$ cat src/acsg_pkg.sv
// Package of the ANSI cursor sequence generator: widths, action codes, characters,
// the microcode format and program, and the decimal helper functions. No dependencies.
package acsg_pkg;

	// Field widths and operand digit settings.
	localparam int ACT_W          = 3;
	localparam int OP_W           = 16;
	localparam int BYTE_W         = 8;
	localparam int OPERAND_DIGITS = 5;
	// A 16-bit operand never has more than five decimal digits.
	localparam int NUM_POS        = (OPERAND_DIGITS < 5) ? OPERAND_DIGITS : 5;
	localparam int POS_W          = (NUM_POS > 1) ? $clog2(NUM_POS) : 1;
	localparam int PROD_W         = OP_W + 1;
	localparam int DIG_W          = 4;
	localparam int PC_W           = 5;

	// Action codes.
	localparam logic [ACT_W-1:0] ACT_SAVE       = 3'd0;
	localparam logic [ACT_W-1:0] ACT_RESTORE    = 3'd1;
	localparam logic [ACT_W-1:0] ACT_SET_POS    = 3'd2;
	localparam logic [ACT_W-1:0] ACT_ERASE_LEFT = 3'd3;
	localparam logic [ACT_W-1:0] ACT_CLS        = 3'd4;
	localparam logic [ACT_W-1:0] ACT_BACK       = 3'd5;
	localparam logic [ACT_W-1:0] ACT_INSERT     = 3'd6;

	// Characters of the escape sequences.
	localparam logic [BYTE_W-1:0] CH_NUL   = 8'h00;
	localparam logic [BYTE_W-1:0] CH_ESC   = 8'h1B;
	localparam logic [BYTE_W-1:0] CH_ZERO  = 8'h30;
	localparam logic [BYTE_W-1:0] CH_TWO   = 8'h32;
	localparam logic [BYTE_W-1:0] CH_SEVEN = 8'h37;
	localparam logic [BYTE_W-1:0] CH_EIGHT = 8'h38;
	localparam logic [BYTE_W-1:0] CH_SEMI  = 8'h3B;
	localparam logic [BYTE_W-1:0] CH_AT    = 8'h40;
	localparam logic [BYTE_W-1:0] CH_D     = 8'h44;
	localparam logic [BYTE_W-1:0] CH_H     = 8'h48;
	localparam logic [BYTE_W-1:0] CH_J     = 8'h4A;
	localparam logic [BYTE_W-1:0] CH_X     = 8'h58;
	localparam logic [BYTE_W-1:0] CH_LBRK  = 8'h5B;

	// Microcode step kinds.
	localparam logic [1:0] K_CONST = 2'd0;
	localparam logic [1:0] K_DIGIT = 2'd1;
	localparam logic [1:0] K_FINAL = 2'd2;

	// Operand load selects.
	localparam logic [1:0] LD_NONE = 2'd0;
	localparam logic [1:0] LD_OP1  = 2'd1;
	localparam logic [1:0] LD_OP2  = 2'd2;

	// Program entry points.
	localparam logic [PC_W-1:0] ENT_SAVE    = 5'd0;
	localparam logic [PC_W-1:0] ENT_RESTORE = 5'd2;
	localparam logic [PC_W-1:0] ENT_SET_POS = 5'd4;
	localparam logic [PC_W-1:0] ENT_CSI_N   = 5'd10;
	localparam logic [PC_W-1:0] ENT_CLS     = 5'd14;
	localparam logic [PC_W-1:0] ENT_BAD     = 5'd18;

	// One control word of the sequencer program.
	typedef struct packed {
		logic [1:0]        kind;
		logic [BYTE_W-1:0] chr;
		logic              last;
		logic              bad;
		logic [1:0]        load;
	} uword_t;

	// Control from the sequencer side to the digit unit.
	typedef struct packed {
		logic       step;
		logic [1:0] load;
		logic       digit;
	} dig_ctrl_t;

	// Status from the digit unit.
	typedef struct packed {
		logic [BYTE_W-1:0] chr;
		logic              emit;
		logic              last_pos;
	} dig_stat_t;

	// Power of ten, for elaboration-time constants and constant-indexed tables.
	function automatic longint unsigned pow10(input int k);
		longint unsigned r;
		r = 1;
		for (int i = 0; i < k; i++) begin
			r = r * 10;
		end
		return r;
	endfunction

	localparam longint unsigned OP_LIMIT = pow10(OPERAND_DIGITS) - 1;

	// Clamp an operand to the largest value with OPERAND_DIGITS digits.
	function automatic logic [OP_W-1:0] sat_op(input logic [OP_W-1:0] v);
		logic [OP_W-1:0] r;
		r = v;
		if (64'(v) > OP_LIMIT) begin
			r = OP_LIMIT[OP_W-1:0];
		end
		return r;
	endfunction

	// m times the place value of digit position pos.
	function automatic logic [PROD_W-1:0] pos_mult(input logic [POS_W-1:0] pos, input int m);
		logic [PROD_W-1:0] r;
		r = '0;
		for (int k = 0; k < NUM_POS; k++) begin
			if (pos == POS_W'(k)) begin
				r = PROD_W'(longint'(m) * pow10(k));
			end
		end
		return r;
	endfunction

	// Entry point of the program for an action.
	function automatic logic [PC_W-1:0] entry_of(input logic [ACT_W-1:0] act);
		logic [PC_W-1:0] r;
		case (act)
			ACT_SAVE:       r = ENT_SAVE;
			ACT_RESTORE:    r = ENT_RESTORE;
			ACT_SET_POS:    r = ENT_SET_POS;
			ACT_ERASE_LEFT: r = ENT_CSI_N;
			ACT_CLS:        r = ENT_CLS;
			ACT_BACK:       r = ENT_CSI_N;
			ACT_INSERT:     r = ENT_CSI_N;
			default:        r = ENT_BAD;
		endcase
		return r;
	endfunction

	function automatic uword_t mk(input logic [1:0] kind, input logic [BYTE_W-1:0] chr,
		input logic last, input logic bad, input logic [1:0] load);
		uword_t w;
		w.kind = kind;
		w.chr  = chr;
		w.last = last;
		w.bad  = bad;
		w.load = load;
		return w;
	endfunction

	// Sequencer program. Digit steps repeat until the lowest position is done.
	function automatic uword_t urom(input logic [PC_W-1:0] pc);
		uword_t w;
		case (pc)
			// Save cursor: ESC 7.
			5'd0:    w = mk(K_CONST, CH_ESC, 1'b0, 1'b0, LD_NONE);
			5'd1:    w = mk(K_CONST, CH_SEVEN, 1'b1, 1'b0, LD_NONE);
			// Restore cursor: ESC 8.
			5'd2:    w = mk(K_CONST, CH_ESC, 1'b0, 1'b0, LD_NONE);
			5'd3:    w = mk(K_CONST, CH_EIGHT, 1'b1, 1'b0, LD_NONE);
			// Set position: ESC [ row ; col H.
			5'd4:    w = mk(K_CONST, CH_ESC, 1'b0, 1'b0, LD_NONE);
			5'd5:    w = mk(K_CONST, CH_LBRK, 1'b0, 1'b0, LD_OP1);
			5'd6:    w = mk(K_DIGIT, CH_NUL, 1'b0, 1'b0, LD_NONE);
			5'd7:    w = mk(K_CONST, CH_SEMI, 1'b0, 1'b0, LD_OP2);
			5'd8:    w = mk(K_DIGIT, CH_NUL, 1'b0, 1'b0, LD_NONE);
			5'd9:    w = mk(K_CONST, CH_H, 1'b1, 1'b0, LD_NONE);
			// Erase left, back, insert: ESC [ n final.
			5'd10:   w = mk(K_CONST, CH_ESC, 1'b0, 1'b0, LD_NONE);
			5'd11:   w = mk(K_CONST, CH_LBRK, 1'b0, 1'b0, LD_OP1);
			5'd12:   w = mk(K_DIGIT, CH_NUL, 1'b0, 1'b0, LD_NONE);
			5'd13:   w = mk(K_FINAL, CH_NUL, 1'b1, 1'b0, LD_NONE);
			// Clear screen: ESC [ 2 J.
			5'd14:   w = mk(K_CONST, CH_ESC, 1'b0, 1'b0, LD_NONE);
			5'd15:   w = mk(K_CONST, CH_LBRK, 1'b0, 1'b0, LD_NONE);
			5'd16:   w = mk(K_CONST, CH_TWO, 1'b0, 1'b0, LD_NONE);
			5'd17:   w = mk(K_CONST, CH_J, 1'b1, 1'b0, LD_NONE);
			// Unknown action: one error result.
			default: w = mk(K_CONST, CH_NUL, 1'b1, 1'b1, LD_NONE);
		endcase
		return w;
	endfunction

endpackage

$ cat src/acsg_cmd_if.sv
// Command channel interface of the ANSI cursor sequence generator.
// Depends on acsg_pkg for the field widths.
interface acsg_cmd_if
	import acsg_pkg::*;
();
	logic             valid;
	logic             ready;
	logic [ACT_W-1:0] action;
	logic [OP_W-1:0]  first_operand;
	logic [OP_W-1:0]  second_operand;

	modport source(output valid, output action, output first_operand,
		output second_operand, input ready);
	modport sink(input valid, input action, input first_operand,
		input second_operand, output ready);
endinterface

$ cat src/acsg_byte_if.sv
// Byte channel interface of the ANSI cursor sequence generator.
// Depends on acsg_pkg for the field widths.
interface acsg_byte_if
	import acsg_pkg::*;
();
	logic              valid;
	logic              ready;
	logic [BYTE_W-1:0] out_byte;
	logic              last_byte;
	logic              bad_action;

	modport source(output valid, output out_byte, output last_byte,
		output bad_action, input ready);
	modport sink(input valid, input out_byte, input last_byte,
		input bad_action, output ready);
endinterface

$ cat src/acsg_digit_unit.sv
// Decimal digit unit: produces one ASCII digit of an operand per step, most significant first.
// Depends on acsg_pkg.
module acsg_digit_unit
	import acsg_pkg::*;
(
	input  logic            clk,
	input  logic            arst_n,
	input  dig_ctrl_t       ctl,
	input  logic [OP_W-1:0] op1,
	input  logic [OP_W-1:0] op2,
	output dig_stat_t       stat
);

	logic [OP_W-1:0]   work_q;
	logic [POS_W-1:0]  pos_q;
	logic              started_q;
	logic [PROD_W-1:0] thr [10];
	logic [DIG_W-1:0]  dig;
	logic [PROD_W-1:0] rem;

	// Multiples of the current place value.
	assign thr[0] = '0;
	for (genvar m = 1; m < 10; m++) begin : g_thr
		assign thr[m] = pos_mult(pos_q, m);
	end

	// The digit is the number of multiples that fit into the remainder.
	always_comb begin
		dig = '0;
		for (int m = 1; m < 10; m++) begin
			if ({1'b0, work_q} >= thr[m]) begin
				dig = dig + 1'b1;
			end
		end
	end

	assign rem = {1'b0, work_q} - thr[dig];

	// Leading zeros are skipped; the units digit always goes out.
	assign stat.chr      = CH_ZERO + {{(BYTE_W-DIG_W){1'b0}}, dig};
	assign stat.last_pos = (pos_q == '0);
	assign stat.emit     = (dig != '0) || started_q || stat.last_pos;

	// Position counter and leading-zero flag.
	always_ff @(posedge clk or negedge arst_n) begin
		if (!arst_n) begin
			pos_q     <= '0;
			started_q <= 1'b0;
		end else if (ctl.step && ctl.load != LD_NONE) begin
			pos_q     <= POS_W'(NUM_POS - 1);
			started_q <= 1'b0;
		end else if (ctl.step && ctl.digit) begin
			if (!stat.last_pos) begin
				pos_q <= pos_q - 1'b1;
			end
			started_q <= stat.emit;
		end
	end

	// Remainder register.
	always_ff @(posedge clk) begin
		if (ctl.step && ctl.load == LD_OP1) begin
			work_q <= sat_op(op1);
		end else if (ctl.step && ctl.load == LD_OP2) begin
			work_q <= sat_op(op2);
		end else if (ctl.step && ctl.digit) begin
			work_q <= rem[OP_W-1:0];
		end
	end

endmodule

$ cat src/acsg_sequencer.sv
// Microcode sequencer: step counter over the program in acsg_pkg, with a repeat on digit steps.
// Depends on acsg_pkg.
module acsg_sequencer
	import acsg_pkg::*;
(
	input  logic             clk,
	input  logic             arst_n,
	input  logic             start,
	input  logic [ACT_W-1:0] action,
	input  logic             adv,
	input  dig_stat_t        dstat,
	output uword_t           uw,
	output logic             busy
);

	logic [PC_W-1:0] pc_q;
	logic            busy_q;

	assign uw   = urom(pc_q);
	assign busy = busy_q;

	// Step counter: dispatch on a new command, repeat a digit step until the units digit.
	always_ff @(posedge clk or negedge arst_n) begin
		if (!arst_n) begin
			pc_q   <= '0;
			busy_q <= 1'b0;
		end else if (start) begin
			pc_q   <= entry_of(action);
			busy_q <= 1'b1;
		end else if (adv) begin
			if (uw.last) begin
				busy_q <= 1'b0;
			end
			if (!(uw.kind == K_DIGIT && !dstat.last_pos)) begin
				pc_q <= pc_q + 1'b1;
			end
		end
	end

endmodule

$ cat src/ansi_cursor_sequence_generator_top.sv
// Top level of the ANSI cursor sequence generator: command capture, sequencer, digit unit
// and output register. Depends on acsg_pkg, acsg_cmd_if, acsg_byte_if and the submodules.
//
//   Channel  Dir  Payload                                   One transfer
//   cmd      in   action, first_operand, second_operand     one terminal command
//   rsp      out  out_byte, last_byte, bad_action           one byte of the sequence
//
// A command is dispatched and then runs its program steps: 2 steps for save
// and restore, 4 for clear screen, 3 + 5 for erase, back and insert, 4 + 10 for set position.
// The digit steps of the sequencer set the figure: every digit position is visited once.
// Reset clears the sequencer and the output valid flag; no clearing pass is needed.
// A stalled rsp holds the sequencer on its current step; cmd is ready only between commands.
module ansi_cursor_sequence_generator_top
	import acsg_pkg::*;
(
	input  logic         clk,
	input  logic         arst_n,
	acsg_cmd_if.sink     cmd,
	acsg_byte_if.source  rsp
);

	logic [ACT_W-1:0]  act_q;
	logic [OP_W-1:0]   op1_q;
	logic [OP_W-1:0]   op2_q;
	logic              start;
	logic              adv;
	logic              busy;
	logic              emit;
	logic [BYTE_W-1:0] byte_sel;
	logic [BYTE_W-1:0] fin_chr;
	uword_t            uw;
	dig_ctrl_t         dctl;
	dig_stat_t         dstat;
	logic              out_valid_q;
	logic [BYTE_W-1:0] out_byte_q;
	logic              last_q;
	logic              bad_q;

	assign cmd.ready = !busy;
	assign start     = cmd.valid && cmd.ready;
	// A step runs when the output register is free or being emptied.
	assign adv       = busy && (!out_valid_q || rsp.ready);

	// Command capture.
	always_ff @(posedge clk) begin
		if (start) begin
			act_q <= cmd.action;
			op1_q <= cmd.first_operand;
			op2_q <= cmd.second_operand;
		end
	end

	acsg_sequencer u_seq (
		.clk    (clk),
		.arst_n (arst_n),
		.start  (start),
		.action (cmd.action),
		.adv    (adv),
		.dstat  (dstat),
		.uw     (uw),
		.busy   (busy)
	);

	assign dctl.step  = adv;
	assign dctl.load  = uw.load;
	assign dctl.digit = (uw.kind == K_DIGIT);

	acsg_digit_unit u_dig (
		.clk    (clk),
		.arst_n (arst_n),
		.ctl    (dctl),
		.op1    (op1_q),
		.op2    (op2_q),
		.stat   (dstat)
	);

	// Final character of the single-operand CSI commands.
	always_comb begin
		case (act_q)
			ACT_BACK:   fin_chr = CH_D;
			ACT_INSERT: fin_chr = CH_AT;
			default:    fin_chr = CH_X;
		endcase
	end

	// Byte selection for the current step.
	always_comb begin
		case (uw.kind)
			K_DIGIT: begin
				byte_sel = dstat.chr;
				emit     = dstat.emit;
			end
			K_FINAL: begin
				byte_sel = fin_chr;
				emit     = 1'b1;
			end
			default: begin
				byte_sel = uw.chr;
				emit     = 1'b1;
			end
		endcase
	end

	// Output register control.
	always_ff @(posedge clk or negedge arst_n) begin
		if (!arst_n) begin
			out_valid_q <= 1'b0;
		end else if (adv && emit) begin
			out_valid_q <= 1'b1;
		end else if (rsp.ready) begin
			out_valid_q <= 1'b0;
		end
	end

	// Output register payload.
	always_ff @(posedge clk) begin
		if (adv && emit) begin
			out_byte_q <= byte_sel;
			last_q     <= uw.last;
			bad_q      <= uw.bad;
		end
	end

	assign rsp.valid      = out_valid_q;
	assign rsp.out_byte   = out_byte_q;
	assign rsp.last_byte  = last_q;
	assign rsp.bad_action = bad_q;

endmodule

$ cat src/flat_wrapper.sv
// flat-port wrapper written by rule: the top's interface ports become plain ports
module ansi_cursor_sequence_generator_top_flat import acsg_pkg::*;
  (clk, arst_n, cmd_valid, cmd_action, cmd_first_operand, cmd_second_operand, cmd_ready, rsp_valid, rsp_out_byte, rsp_last_byte, rsp_bad_action, rsp_ready);
  acsg_cmd_if cmd_i ();
  acsg_byte_if rsp_i ();
  input  logic clk;
  input  logic arst_n;
  input wire logic [$bits(cmd_i.valid)-1:0] cmd_valid;
  input wire logic [$bits(cmd_i.action)-1:0] cmd_action;
  input wire logic [$bits(cmd_i.first_operand)-1:0] cmd_first_operand;
  input wire logic [$bits(cmd_i.second_operand)-1:0] cmd_second_operand;
  output wire logic [$bits(cmd_i.ready)-1:0] cmd_ready;
  output wire logic [$bits(rsp_i.valid)-1:0] rsp_valid;
  output wire logic [$bits(rsp_i.out_byte)-1:0] rsp_out_byte;
  output wire logic [$bits(rsp_i.last_byte)-1:0] rsp_last_byte;
  output wire logic [$bits(rsp_i.bad_action)-1:0] rsp_bad_action;
  input wire logic [$bits(rsp_i.ready)-1:0] rsp_ready;
  assign cmd_i.valid = cmd_valid;
  assign cmd_i.action = cmd_action;
  assign cmd_i.first_operand = cmd_first_operand;
  assign cmd_i.second_operand = cmd_second_operand;
  assign cmd_ready = cmd_i.ready;
  assign rsp_valid = rsp_i.valid;
  assign rsp_out_byte = rsp_i.out_byte;
  assign rsp_last_byte = rsp_i.last_byte;
  assign rsp_bad_action = rsp_i.bad_action;
  assign rsp_i.ready = rsp_ready;
  ansi_cursor_sequence_generator_top u_core (.clk(clk), .arst_n(arst_n), .cmd(cmd_i), .rsp(rsp_i));
endmodule
$ cat config.mk
export PLATFORM = sky130hd
export DESIGN_NAME = ansi_cursor_sequence_generator_top_flat
export DESIGN_NICKNAME = d
export VERILOG_FILES = /design/src/acsg_pkg.sv /design/src/acsg_cmd_if.sv /design/src/acsg_byte_if.sv /design/src/acsg_digit_unit.sv /design/src/acsg_sequencer.sv /design/src/ansi_cursor_sequence_generator_top.sv /design/src/flat_wrapper.sv
export SDC_FILE = /design/constraint.sdc
export NUM_CORES = 1
export LEC_CHECK = 0
export BUFFER_PORTS_ARGS = -buffer_cell sky130_fd_sc_hd__buf_2
export CELL_PAD_IN_SITES_DETAIL_PLACEMENT = 0
export CELL_PAD_IN_SITES_GLOBAL_PLACEMENT = 1
export CORE_ASPECT_RATIO = 0.6
export CORE_MARGIN = 3
export CORE_UTILIZATION = 52
export DETAILED_ROUTE_END_ITERATION = 12
export GPL_TIMING_DRIVEN = 1
export HOLD_SLACK_MARGIN = 0.15
export PLACE_DENSITY = 0.93
export SLEW_MARGIN = 20
export SYNTH_ARGS = -nofsm -noshare
export SYNTH_HDL_FRONTEND = slang
export SYNTH_HIERARCHICAL = 1
export SYNTH_SLANG_ARGS = --single-unit
$ cat constraint.sdc
create_clock -name clk -period 18.7 [get_ports clk]
set_input_delay 2.805 -clock clk [delete_from_list [all_inputs] [get_ports clk]]
set_output_delay 2.805 -clock clk [all_outputs]
set_load 0.05 [all_outputs]
Yosys cells after proc, flatten, opt, wreduce, memory -nomap -nowiden
Memories as Yosys holds them, arrays and structs flattened. Index checks and enable logic that the tools add are counted.

Magnitude comparators: 10. Equal/unequal tests: 18. Bitwise gates (word level): 1. $add $sub $neg: 12. Reduce and logical (&&, ||, !) cells: 27. Multiplexer cells: 77.

Operator list (count): 17-bit two-way mux (35); 16-bit by 17-bit greater-or-equal comparator with 1-bit output (9); 16-bit two-way mux (5); 17-bit binary-select mux with 4-bit select (1); 4-bit two-way mux (11); 4-bit by 1-bit adder with 4-bit output, second input constant (8); 5-bit case mux with 5 select lines (1); 3-bit two-way mux (7); 3-bit == test, second input constant (6); 8-bit case mux with 2 select lines (1); 16-bit subtractor (1); 5-bit two-way mux (3); 3-bit by 2-bit == test with 1-bit output, second input constant (4); 1-bit two-way mux (10); 5-bit case mux with 2 select lines (1); 2-bit nonzero test (5); 1-bit logical AND (8); 6-bit by 4-bit adder with 7-bit output, first input constant (1); 3-bit by 1-bit == test with 1-bit output, second input constant (2); 3-bit zero test (2); 2-bit AND reduction (3); 5-bit by 1-bit adder with 5-bit output, second input constant (1); 5-bit greater-or-equal comparator, second input constant (1); 4-bit inverter with 5-bit output (1); other kinds (10) (18).

Bits in registers: 72. Output and inout bits: 12. ROM bits: 416. Memories kept: 1. Bits of input ports: 39.

Memories: (no name shown) (depth 32, width 13, read ports 1, clocked after memory_dff 0, wr ports 0, line acsg_pkg.sv:146) `case (pc)`.

Longest topological paths before layout
Gate-level depths: netlist (run 1).

Word-level depth: 32. Depth in mapped cells: 53.

Modules after synthesis
Netlist (run 1), hierarchy kept.

Modules (own cells, without submodules): acsg_digit_unit (seq. area each 580.6 µm², times used 1, cells each 759, area an instance 5595.4 µm²); ansi_cursor_sequence_generator_top (seq. area each 1376.3 µm², times used 1, cells each 87, area an instance 1599.0 µm²); acsg_sequencer (seq. area each 150.1 µm², times used 1, cells each 102, area an instance 764.5 µm²).

Least setup slack after synthesis (run 1)
No wires, ideal clock.

Path kind: register to register. From: reg u_core.u_dig.pos_q[0]. To: reg u_core.u_dig.work_q[14], data pin. Slack: 9.117 ns. Stages on the path, launching flop included: 51. Period minus slack after synthesis: 9.583 ns. Data arrival time: 9.319 ns. Required time: 18.436 ns. Path through: dfrtp_1 inv_1 ha_1 and2_1 clkbuf_1 inv_1 ha_1 and4_1 o21ai_0 a21oi_1 o311ai_0 nand2_1 nor3_1 ha_1 clkbuf_1 a21oi_1 mux2i_1 o41ai_2 [... 15 more ...] nand2_1 a211oi_1 ha_1 inv_1 fa_1 a21o_1 a21oi_1 o21bai_1 a21oi_1 o21bai_1 a21oi_1 o21bai_1 a21oi_1 o21ai_0 a21o_1 a21oi_1 xor2_1 o21ai_0.

Longest elaborated chain between the ends: 32.

Ends and longest elaborated chain: start: declaration (line acsg_digit_unit.sv:15) `logic [POS_W-1:0] pos_q;`; start signal: assignment (line acsg_digit_unit.sv:50) `pos_q <= POS_W'(NUM_POS - 1);`; start signal: assignment (line acsg_digit_unit.sv:54) `pos_q <= pos_q - 1'b1;`; 3-bit zero test (line acsg_pkg.sv:109) `if (pos == POS_W'(k)) begin`; 1-bit two-way mux (line acsg_pkg.sv:109); 4-bit two-way mux (line acsg_pkg.sv:109); 17-bit two-way mux (3 in a row) (line acsg_pkg.sv:109); 16-bit by 17-bit greater-or-equal comparator with 1-bit output (line acsg_digit_unit.sv:31) `if ({1'b0, work_q} >= thr[m]) begin`; 1-bit two-way mux (line acsg_digit_unit.sv:31); 4-bit by 1-bit adder with 4-bit output (line acsg_digit_unit.sv:32) `dig = dig + 1'b1;`; 4-bit two-way mux (line acsg_digit_unit.sv:31); [... 13 more ...]; 4-bit two-way mux (line acsg_digit_unit.sv:31); 4-bit inverter with 5-bit output (implied by the code) (line acsg_digit_unit.sv:37) `assign rem = {1'b0, work_q} - thr[dig];`; 17-bit binary-select mux with 4-bit select * (line acsg_digit_unit.sv:37); 16-bit two-way mux (implied by the code) * (2 in a row) (line acsg_digit_unit.sv:37); 16-bit subtractor * (line acsg_digit_unit.sv:37); 16-bit two-way mux * (line acsg_digit_unit.sv:66) `end else if (ctl.step && ctl.digit) begin`; 16-bit two-way mux * (line acsg_digit_unit.sv:64) `end else if (ctl.step && ctl.load == LD_OP2) begin`; 16-bit two-way mux * (line acsg_digit_unit.sv:62) `if (ctl.step && ctl.load == LD_OP1) begin`; end signal: assignment (line acsg_digit_unit.sv:63) `work_q <= sat_op(op1);`; end signal: assignment (line acsg_digit_unit.sv:65) `work_q <= sat_op(op2);`; end signal: assignment (line acsg_digit_unit.sv:67) `work_q <= rem[OP_W-1:0];`; end: declaration (line acsg_digit_unit.sv:14) `logic [OP_W-1:0] work_q;`.

Every way passes the cells marked *; elsewhere a longest branch is shown, timed or not. The select of a mux whose other input is x is not followed. A chain may end at the register's enable or synchronous reset.

Worst setup path after layout (run 1)
From: reg u_core.u_dig.pos_q[1]. To: reg u_core.u_dig.work_q[14], data pin.

Same word-level chain as after synthesis.

==> key figures, run 1 <==
Global routing
  • GRT Total Usage: 0.2559
  • GR Overflow Total: 0
  • Via count of the first global-routing pass: 6704
  • Global-route wire length before repair: 35290 um
  • Initial antenna violation count: 0
  • Largest net degree at the start of global routing: 48

Clocking
  • Post-CTS sizing: 0
  • Max clock buf depth: 2
  • Post-CTS Hold Buffers: 0
  • Clk slew on worst S/H paths: roughly 0.070 ns
  • Clock H-tree levels: 3
  • Post-CTS setup buffer count: 0
  • Clock tree sinks: 72
  • Skew-Pair Late Insertion Delay: ~0.33 ns
  • CTS tree: done
  • TritonCTS Buffers: 9
  • CTS Root Buffer Type: clkbuf_16

Status
  • Status: completed

Placement
  • Placement Cell Area: 0.008312 mm^2
  • Placer Congestion: 0.9585
  • Port Buffer Count: 50
  • Post-DP HPWL: 16640 um

Synthesis
  • Yosys reg bits: around 70
  • Area share of the largest cell type after synthesis: 0.2302
  • Mapped Avg Cell Area: 8.395 um^2
  • Sequential area share after synthesis: 0.2647
  • Library cells used by synthesis: ~90
  • Area contributors post-synth: edfxtp_1, ha_1, a21oi_1
  • Area leader, netlist: edfxtp_1
  • Cells after synthesis: about 950
  • FFs w/ async S/R, synth: 0.1528
  • Synth Cell Area: just under 0.008 mm^2
  • Main synth FF type: edfxtp_1
  • Post-synth EDFFs: 61
  • Synth warn: 6

Hold path
  • Hold endpoint: u_core/rsp.valid$_DFFE_PN0P_
  • Worst hold start: u_core/rsp.valid$_DFFE_PN0P_
  • Hold path cells: 2
  • Worst Hold Class: reg -> reg

Floorplanning
  • CORE AREA: 0.01472 mm^2
  • IO Pins: 51
  • Std cell rows: 34
  • Die width: roughly 170 um
  • Die ar.: around 0.017 mm^2
  • Initial Utilization: 0.5407
  • Vert. Die Dim: 101.8 um

Setup path
  • FF-to-FF Start: u_core/u_dig/pos_q[1]$_DFFE_PN0P_
  • Worst R2R End: u_core/u_dig/work_q[14]$_DFFE_PP_
  • R2R cell count: between 40 and 50
  • Most used cell, CP: a21oi_1
  • CP endpoint kind: flip-flop
  • Critical path type: reg -> reg
  • Reg-to-reg slack, setup: approximately 6.4 ns
  • Crit path max fanout: 19
  • Crit start category: flip-flop
  • WP data arrival: 12.32 ns
  • Slowest cell on the critical path: a22oi_2
  • Slowest stage delay, CP: between 0.6 and 0.7 ns
  • Data required time at the worst endpoint: 18.77 ns

Drt
  • Detailed-route wire length: about 22000 um
  • Residual DRC: 0
  • Drt first pass iters: 6
  • Post-route ant nets: 0
  • Via count: between 7000 and 8000
  • 1st-iter DRT viols: 839
  • WL/cell: 18.36 um
  • Drt via density: 6.108

Layout
  • Fillers: about 1400
  • Fin area: 0.008631 mm^2
  • N_diodes: 0
  • Ratio of cells with drive above 1 in the final layout: 0.1089
  • Layout Area Growth over Synthesis: 8.442%
  • # nets final: roughly 1100

STA
  • Setup violations, final: 0
  • Fin. Hold Viols: 0
  • Tmin final: about 12 ns
  • Fin crit share: 0.6554
  • Max-slew violations: 0
  • Max Clock Freq: approximately 82 MHz
  • Worst Tran Pin Value: between 0.9 and 1 ns
  • Final setup TNS: 0 ns
  • Clk_skew: 0.007312 ns
  • Unrepaired setup endpoints after global routing: false
  • Max transition margin: 0.3723

Run
  • Max Cap Viol: 0
-- logic make-up (layout without fill, tap and decap cells) --
logic type | Yosys count | count (layout) | share of synthesized area
compound gates | 302 | 302 | 0.2493
buf+inv | 82 | 115 | 0.04748
simple gates | 334 | 334 | 0.2083
fa+ha+maj | 110 | 110 | 0.1739
mux | 11 | 11 | 0.01462
xor+xnor | 34 | 34 | 0.04025
other cells | 3 | 5 | 0.001415
flops | 72 | 72 | 0.2647
-- cells in the mapped netlist (14+ instances only) --
cell / number
xnor2_1: 25
edfxtp_1: 61
o21a_1: 15
clkbuf_1: 23
nor3_1: 22
o21ai_0: 62
nor2_1: 80
ha_1: 109
nand2_1: 96
nand4_1: 15
inv_1: 37
a21oi_1: 88
nor2b_1: 26
a31oi_1: 18
a21o_1: 14
nand3_1: 24
nand2b_1: 14
-- layout make-up --
class	count	area, um^2	share of cell area
repair buffers	59	330.3	0.03827
clock buffers	9	225.2	0.02609
clock inverters	7	73.82	0.008553
flip-flops and latches	72	2107	0.2441
multi-input cells	796	5497	0.6369
inverters	40	150.1	0.01740
well taps	198	247.7	0.02870
-- per-layer routing --
metal	vias up	share of wire	global-route usage
met3	24	0.090	0.04523
met2	294	0.40	0.3743
met4	0	0.0092	0.05367
li1	3605	-	-
met1	3291	0.50	0.3956
met5	-	0	0
-- how the worst max path moves through the flow --
| stage | start | end | slack [ns] |
|---|---|---|---|
| 3_5_place_dp | u_core/u_dig/pos_q[1]$_DFFE_PN0P_ | u_core/u_dig/work_q[14]$_DFFE_PP_ | 6.91 |
| 5_1_grt | u_core/u_dig/pos_q[1]$_DFFE_PN0P_ | u_core/u_dig/work_q[14]$_DFFE_PP_ | 5.43 |
| 3_3_place_gp | u_core/u_dig/pos_q[1]$_DFFE_PN0P_ | u_core/u_dig/work_q[15]$_DFFE_PP_ | 7.39 |
| 6_report | u_core/u_dig/pos_q[1]$_DFFE_PN0P_ | u_core/u_dig/work_q[14]$_DFFE_PP_ | 6.44 |
| 4_1_cts | u_core/u_dig/pos_q[1]$_DFFE_PN0P_ | u_core/u_dig/work_q[14]$_DFFE_PP_ | 6.73 |
| 2_1_floorplan | u_core/u_dig/pos_q[0]$_DFFE_PN0P_ | u_core/u_dig/work_q[14]$_DFFE_PP_ | 9.12 |
-- sequential cells by signal, indices dropped and copies added (netlist names) --
register and cells:
u_core/u_dig/started_q 1, u_core/act_q 3, u_core/u_seq/busy 1, u_core/op2_q 16
u_core/rsp.last_byte 1, u_core/u_dig/pos_q 3, u_core/u_seq/pc_q 5, u_core/rsp.bad_action 1
u_core/u_dig/work_q 16, u_core/rsp.valid 1, u_core/rsp.out_byte 8, u_core/op1_q 16
-- placed cells by master, fill, tap and decap left out, drive strengths merged, types with 4 or more instances in the layout --
| cell type | n |
|---|---|
| a211oi | 12 |
| edfxtp | 61 |
| o211ai | 7 |
| nand4 | 15 |
| a221oi | 5 |
| o21ai | 74 |
| nor2 | 81 |
| nand3 | 24 |
| xor2 | 7 |
| nor3 | 24 |
| clkinv | 4 |
| and3 | 9 |
| nor2b | 27 |
| a211o | 4 |
| o22ai | 10 |
| nor3b | 5 |
| nand2 | 96 |
| clkbuf | 9 |
| ha | 109 |
| nand4b | 4 |
| nor4 | 4 |
| o21a | 15 |
| a21oi | 90 |
| a31oi | 18 |
| dfrtp | 11 |
| or3 | 4 |
| xnor2 | 26 |
| and2 | 8 |
| inv | 43 |
| mux2i | 9 |
| nand3b | 8 |
| conb | 5 |
| nand2b | 14 |
| o21bai | 8 |
| buf | 59 |
| a21o | 14 |
| o311ai | 5 |
| o31ai | 5 |
-- metrics by stage --
step	worst slack (ns)	hold WS, ns	cells	util
2_1_floorplan	9.117	0.4910	950	-
3_3_place_gp	7.389	0.5033	1164	0.5647
3_5_place_dp	6.913	0.5058	1164	0.5647
4_1_cts	6.732	0.5223	1180	0.5850
5_1_grt	5.426	0.5744	1181	0.5864
6_report	6.444	0.5177	1181	0.5864
-- critical path: cells and delay by family, from the launching register on --
kind	cells	cell delay (ns)
mux	2	0.27
compound gates	22	5.14
simple gates	8	1.86
buf+inv	2	0.92
flops	1	0.39
fa+ha+maj	7	2.71
xor+xnor	3	0.67
Power of run 1 is left out: the tool's default activity adds up to more than one toggle a clock period on the data nets, which glitch-free logic cannot reach.
==> inputs of run 2 (changes only) <==
--- a/config.mk
+++ b/config.mk
@@ -10,11 +10,11 @@
 export CELL_PAD_IN_SITES_GLOBAL_PLACEMENT = 1
 export CORE_ASPECT_RATIO = 0.6
 export CORE_MARGIN = 3
-export CORE_UTILIZATION = 52
+export CORE_UTILIZATION = 43
 export DETAILED_ROUTE_END_ITERATION = 12
 export GPL_TIMING_DRIVEN = 1
 export HOLD_SLACK_MARGIN = 0.15
-export PLACE_DENSITY = 0.93
+export PLACE_DENSITY = 0.83
 export SLEW_MARGIN = 20
 export SYNTH_ARGS = -nofsm -noshare
 export SYNTH_HDL_FRONTEND = slang
==> constraint.sdc (replaced) <==
create_clock -name clk -period 10.1 [get_ports clk]
set_input_delay 1.515 -clock clk [delete_from_list [all_inputs] [get_ports clk]]
set_output_delay 1.515 -clock clk [all_outputs]
set_load 0.05 [all_outputs]
==> run 2 against run 1 <==
Net effect:
- critical path depth is 5 higher
- cell count is 6.9% higher
- setup slack got worse by 6.0 ns
- maximum frequency up 27%
- count of clock-buffer cells in the layout unchanged
- sequential share of layout area is 1.6 points lower
==> key figures, run 2 (same netlist as run 1, synthesis figures left out) <==
Hold path
  • Worst Hold Class: reg -> reg
  • Hold path cells: 2 (unchanged)
  • Hold endpoint: u_core/u_dig/started_q$_DFFE_PN0P_
  • Worst hold start: u_core/u_dig/started_q$_DFFE_PN0P_

Placement
  • Dpl cells: 1235 (+6.1%)
  • Placer Congestion: 1.034 (+7.8%)
  • Post-DP HPWL: 18920 um (+14%)
  • Port Buffer Count: 50 (unchanged)
  • Placement Cell Area: 0.008620 mm^2 (+3.7%)

Setup path
  • Slowest cell on the critical path: dfrtp_1
  • R2R cell count: 49 (+11%)
  • CP delay by family, top: compound AO/OA/AOI/OAI gates
  • FF-to-FF Start: u_core/u_dig/pos_q[0]$_DFFE_PN0P_
  • Critical path type: reg -> reg
  • Crit start category: flip-flop
  • Reg-to-reg slack, setup: 0.47 ns (-5.98 ns)
  • Crit path max fanout: 16 (-3)
  • Data required time at the worst endpoint: 10.13 ns (-8.64 ns)
  • WP data arrival: 9.66 ns (-2.66 ns)
  • CP endpoint kind: flip-flop
  • Worst R2R End: u_core/u_dig/work_q[15]$_DFFE_PP_
  • Buffers plus inverters on the worst setup path: 5 (+3)
  • Most used cell, CP: ha_1
  • Slowest stage delay, CP: 0.37 ns (-0.32 ns)

Clocking
  • Clk slew on worst S/H paths: 0.06 ns (about the same)
  • CTS tree: done
  • CTS Root Buffer Type: clkbuf_16
  • Skew-Pair Late Insertion Delay: 0.33 ns (about the same)
  • Max clock buf depth: 2 (unchanged)
  • Clock H-tree levels: 3 (unchanged)
  • TritonCTS Buffers: 9 (unchanged)
  • Post-CTS Hold Buffers: 0 (unchanged)
  • Clock tree sinks: 72 (unchanged)

STA
  • Max transition margin: 0.3588 (-0.01346)
  • Fin. Hold Viols: 0 (unchanged)
  • Setup violations, final: 0 (unchanged)
  • Hold WS: 0.5225 ns (+0.004748 ns)
  • Final setup TNS: 0 ns (unchanged)
  • Tmin final: 9.633 ns (-2.623 ns)
  • Max-slew violations: 0 (unchanged)
  • Worst Tran Pin Value: 0.9595 ns (+0.02014 ns)
  • Clk_skew: 0.006801 ns (-0.0005113 ns)
  • Max Clock Freq: 103.8 MHz (+27%)
  • Fin crit share: 0.9538 (+0.2984)

Layout
  • N_diodes: 0 (unchanged)
  • Layout Area Growth over Synthesis: 15.94%
  • Fin area: 0.009228 mm^2 (+6.9%)
  • Ratio of cells with drive above 1 in the final layout: 0.1809 (+0.07208)
  • Commonest non-fill, non-tap cell in the layout: ha_1
  • Fin cells: 1262 (+6.9%)
  • # nets final: 1172 (+4.0%)
  • Largest regs: u_core/op1_q (16), u_core/op2_q (16), u_core/u_dig/work_q (16)
  • Commonest cells after routing, fill and taps aside: ha_1, nand2_1, a21oi_1, nor2_1, edfxtp_1

Drt
  • Residual DRC: 0 (unchanged)
  • Via count: 7560 (+4.8%)
  • Drt via density: 5.990 (-1.9%)
  • Post-route ant nets: 0 (unchanged)
  • Detailed-route wire length: 24170 um (+11%)
  • WL/cell: 19.15 um (+4.3%)
  • 1st-iter DRT viols: 830 (-1.1%)
  • Drt first pass iters: 5 (-1)

Global routing
  • GRT Total Usage: 0.2304 (-0.02547)
  • Via count of the first global-routing pass: 6749 (+0.67%)
  • Global-route wire length before repair: 37470 um (+6.2%)
  • GR Overflow Total: 0 (unchanged)
  • Initial antenna violation count: 0 (unchanged)
  • Largest net degree at the start of global routing: 48 (unchanged)

Floorplanning
  • Vert. Die Dim: 111.4 um (+9.4%)
  • Die width: 181.6 um (+9.6%)
  • Initial Utilization: 0.4512 (-0.08949)
  • IO Pins: 51 (unchanged)
  • Die ar.: 0.02023 mm^2 (+20%)
  • Std cell rows: 37 (+8.8%)
  • CORE AREA: 0.01764 mm^2 (+20%)

Run
  • Max Cap Viol: 0 (unchanged)

Status
  • Status: completed
## run 2: per-layer routing
layer  track usage  wire length [um]  part of all wire
met5             0                 0                 0
met2        0.2911              9022              0.37
met3       0.06301              2868              0.12
met4       0.04462               242             0.010
met1        0.3792             12040              0.50
## run 2: final cells by class
type                       instances  area, um^2
clock inverter                     7       68.82
clock buffer                       9       225.2
inverter                          40       150.1
multi-input combinational        796        5688
tap                              234       292.8
fill                            1631        8411
timing repair buffer             104       695.7
sequential                        72        2107
## run 2: how the worst max path moves through the flow
stage / start / endpoint / slack (ns) / depth (start not counted)
after CTS: u_core/u_dig/pos_q[0]$_DFFE_PN0P_ / u_core/u_dig/work_q[14]$_DFFE_PP_ / 0.005 / 48
after detailed placement: u_core/u_dig/pos_q[0]$_DFFE_PN0P_ / u_core/u_dig/work_q[14]$_DFFE_PP_ / -0.24 / 49
final: u_core/u_dig/pos_q[0]$_DFFE_PN0P_ / u_core/u_dig/work_q[15]$_DFFE_PP_ / 0.47 / 49
after global placement: u_core/u_dig/pos_q[0]$_DFFE_PN0P_ / u_core/u_dig/work_q[15]$_DFFE_PP_ / -0.02 / 48
after floorplan: u_core/u_dig/pos_q[0]$_DFFE_PN0P_ / u_core/u_dig/work_q[14]$_DFFE_PP_ / 0.52 / 50
after global routing: u_core/u_dig/pos_q[1]$_DFFE_PN0P_ / u_core/u_dig/work_q[14]$_DFFE_PP_ / -0.09 / 45
## run 2: per-stage QoR
step                  util  setup slack [ns]
CTS                 0.5066          0.004762
finish              0.5232            0.4670
global placement    0.4887          -0.02108
floorplan                -            0.5166
global route        0.5232          -0.09023
detailed placement  0.4887           -0.2404
## run 2: worst register-to-register path, delay by kind of cell, from the launching register on
kind	cells	cell delay, ns
adder cells (fa/ha/maj)	7	1.85
multiplexers	2	0.35
AND/OR/NAND/NOR	12	1.88
buffers and inverters	5	0.56
flip-flops	1	0.37
AO/OA/AOI/OAI	18	3.29
XOR/XNOR	5	1.03
## run 2: what timing repair did
| item | in CTS | in global routing |
|---|---|---|
| pin swaps | 0 | 14 |
| setup buffers | 0 | 10 |
| resized for setup | 4 | 46 |
| endpoints found under the setup margin | 3 | 9 |
| hold endpoints to repair | 0 | 0 |
Power of run 2 is left out for the same reason.
==> inputs of run 3 (changes only) <==
--- a/config.mk
+++ b/config.mk
@@ -15,6 +15,7 @@
 export GPL_TIMING_DRIVEN = 1
 export HOLD_SLACK_MARGIN = 0.15
 export PLACE_DENSITY = 0.83
+export REMOVE_ABC_BUFFERS = 1
 export SLEW_MARGIN = 20
 export SYNTH_ARGS = -nofsm -noshare
 export SYNTH_HDL_FRONTEND = slang
==> run 3 against run 2 <==
Net effect:
- global-route usage rose by 0.70 points
- die area did not move
- setup slack got worse by 0.026 ns
- sequential share of layout area fell by 0.43 points
- critical endpoint unchanged
==> key figures, run 3 (same netlist as run 1, synthesis figures left out) <==
Hold path
  • Worst Hold Class: reg -> reg

Drt
  • 1st-iter DRT viols: 790 (-4.8%)
  • Drt via density: 6.067 (+1.3%)
  • Post-route ant nets: 0 (unchanged)
  • Residual DRC: 0 (unchanged)
  • Detailed-route wire length: 24950 um (+3.2%)
  • WL/cell: 19.54 um (+2.0%)
  • Via count: 7748 (+2.5%)
  • Drt first pass iters: 5 (unchanged)

Global routing
  • M1 GR Usage: 0.3862 (+0.006987)
  • Initial antenna violation count: 0 (unchanged)
  • Met2 Use GR: 0.2964 (+0.005212)
  • GRT Total Usage: 0.2374 (+0.006961)
  • Via count of the first global-routing pass: 6961 (+3.1%)
  • Met3 global-route usage: 0.08064 (+0.01763)
  • Global-route wire length before repair: 38560 um (+2.9%)
  • Largest net degree at the start of global routing: 48 (unchanged)
  • GR Overflow Total: 0 (unchanged)
  • GRT busiest layer: met1

Layout
  • Largest regs: u_core/op1_q (16), u_core/op2_q (16), u_core/u_dig/work_q (16)
  • # nets final: 1187 (+1.3%)
  • Layout Area Growth over Synthesis: 18.25%
  • N_diodes: 0 (unchanged)
  • Ratio of cells with drive above 1 in the final layout: 0.2013 (+0.02041)
  • Commonest cells after routing, fill and taps aside: ha_1, nand2_1, a21oi_1, nor2_1, buf_4
  • Commonest non-fill, non-tap cell in the layout: ha_1
  • Final core occ: 0.5336 (+0.01043)
  • Fillers: 1635 (+0.25%)

Run
  • Max Cap Viol: 0 (unchanged)

Clocking
  • TritonCTS Buffers: 9 (unchanged)
  • Clk slew on worst S/H paths: 0.06 ns (about the same)
  • Clock tree sinks: 72 (unchanged)
  • Clock H-tree levels: 3 (unchanged)
  • Max clock buf depth: 2 (unchanged)
  • CTS tree: done
  • CTS Root Buffer Type: clkbuf_16
  • Skew-Pair Late Insertion Delay: 0.34 ns (about the same)

Floorplanning
  • Die ar.: 0.02023 mm^2 (unchanged)
  • Initial Utilization: 0.4512 (unchanged)
  • Std cell rows: 37 (unchanged)
  • CORE AREA: 0.01764 mm^2 (unchanged)
  • Die width: 181.6 um (unchanged)
  • IO Pins: 51 (unchanged)
  • Vert. Die Dim: 111.4 um (unchanged)

Placement
  • Placer Congestion: 0.9892 (-4.3%)
  • Port Buffer Count: 50 (unchanged)
  • Post-DP HPWL: 19170 um (+1.3%)

STA
  • Setup violations, final: 0 (unchanged)
  • Max Clock Freq: 103.5 MHz (-0.27%)
  • Worst Tran Pin Value: 0.9907 ns (+0.03119 ns)
  • Unrepaired setup endpoints after global routing: true
  • Max-slew violations: 0 (unchanged)
  • Hold WS: 0.5127 ns (-0.009793 ns)
  • Fin crit share: 0.9563 (+0.002542)
  • Clk_skew: 0.01125 ns (+0.004446 ns)
  • Max transition margin: 0.3380 (-0.02084)
  • Fin. Hold Viols: 0 (unchanged)
  • Tmin final: 9.659 ns (+0.02568 ns)

Setup path
  • Slowest cell on the critical path: dfrtp_1
  • Most used cell, CP: a21oi_1
  • Crit path max fanout: 7 (-9)
  • CP endpoint kind: flip-flop
  • Critical path type: reg -> reg
  • Slowest stage delay, CP: 0.42 ns (+0.05 ns)
  • Data required time at the worst endpoint: 10.14 ns (about the same)
  • WP data arrival: 9.70 ns (+0.04 ns)
  • Crit start category: flip-flop

Status
  • Status: completed
[run 3: changes by cell type in the layout (fill, tap and decap cells not counted), moves of 4 or more]
cell and change:
clkbuf_1 +4, xnor2_2 -4, ha_4 +5, buf_4 +18, inv_1 -5, ha_1 -4
[run 3: cell type report]
class	instances	area, um^2	share of cell area
multi-input cells	796	5801	0.6163
repair buffers	119	784.5	0.08336
clock buffers	14	254.0	0.02699
well taps	234	292.8	0.03111
clock inverters	2	16.27	0.001728
flip-flops and latches	72	2108	0.2240
inverters	40	155.1	0.01648
[run 3: metal layers]
layer / vias up / share of wire
met5: - / 0
met4: 0 / 0.011
met3: 24 / 0.12
met2: 380 / 0.37
met1: 3624 / 0.50
li1: 3720 / -
[run 3: repair_timing]
item	in CTS	in global routing
hold buffers	0	0
pin swaps	3	16
buffers inserted	2	14
resized for setup	8	62
hold endpoints to repair	0	0
endpoints found under the setup margin	3	7
[run 3: path summary, 6_finish.rpt]
check,startpoint,endpoint,slack (ns),cells past startpoint
min in group asynchronous,arst_n,u_core/u_dig/pos_q[0]$_DFFE_PN0P_,1.06,1
min reg2reg,u_core/rsp.valid$_DFFE_PN0P_,u_core/rsp.valid$_DFFE_PN0P_,0.51,2
max reg2reg,u_core/u_dig/pos_q[0]$_DFFE_PN0P_,u_core/u_dig/work_q[15]$_DFFE_PP_,0.44,51
max in group asynchronous,arst_n,u_core/u_dig/pos_q[1]$_DFFE_PN0P_,8.79,1
max,u_core/u_dig/pos_q[0]$_DFFE_PN0P_,u_core/u_dig/work_q[15]$_DFFE_PP_,0.44,51
min,u_core/rsp.valid$_DFFE_PN0P_,u_core/rsp.valid$_DFFE_PN0P_,0.51,2
[run 3: worst max-delay path: cells and delay by family (launching register included)]
kind	cells	cell delay, ns
AO/OA/AOI/OAI	21	3.40
XOR/XNOR	2	0.40
adder cells (fa/ha/maj)	7	1.89
buffers and inverters	5	0.63
flip-flops	1	0.42
multiplexers	3	0.43
AND/OR/NAND/NOR	13	2.19
[run 3: metrics by stage]
stage	setup TNS, ns	setup WS (ns)	cells	instance area [um^2]
floorplan	-0.02387	-0.02387	908	7739
global placement	0	0.1373	1245	8695
detailed placement	-0.3476	-0.1854	1245	8695
CTS	0	0.03632	1263	9004
global route	-0.3723	-0.2152	1277	9412
finish	0	0.4413	1277	9412
Power of run 3 is left out for the same reason.
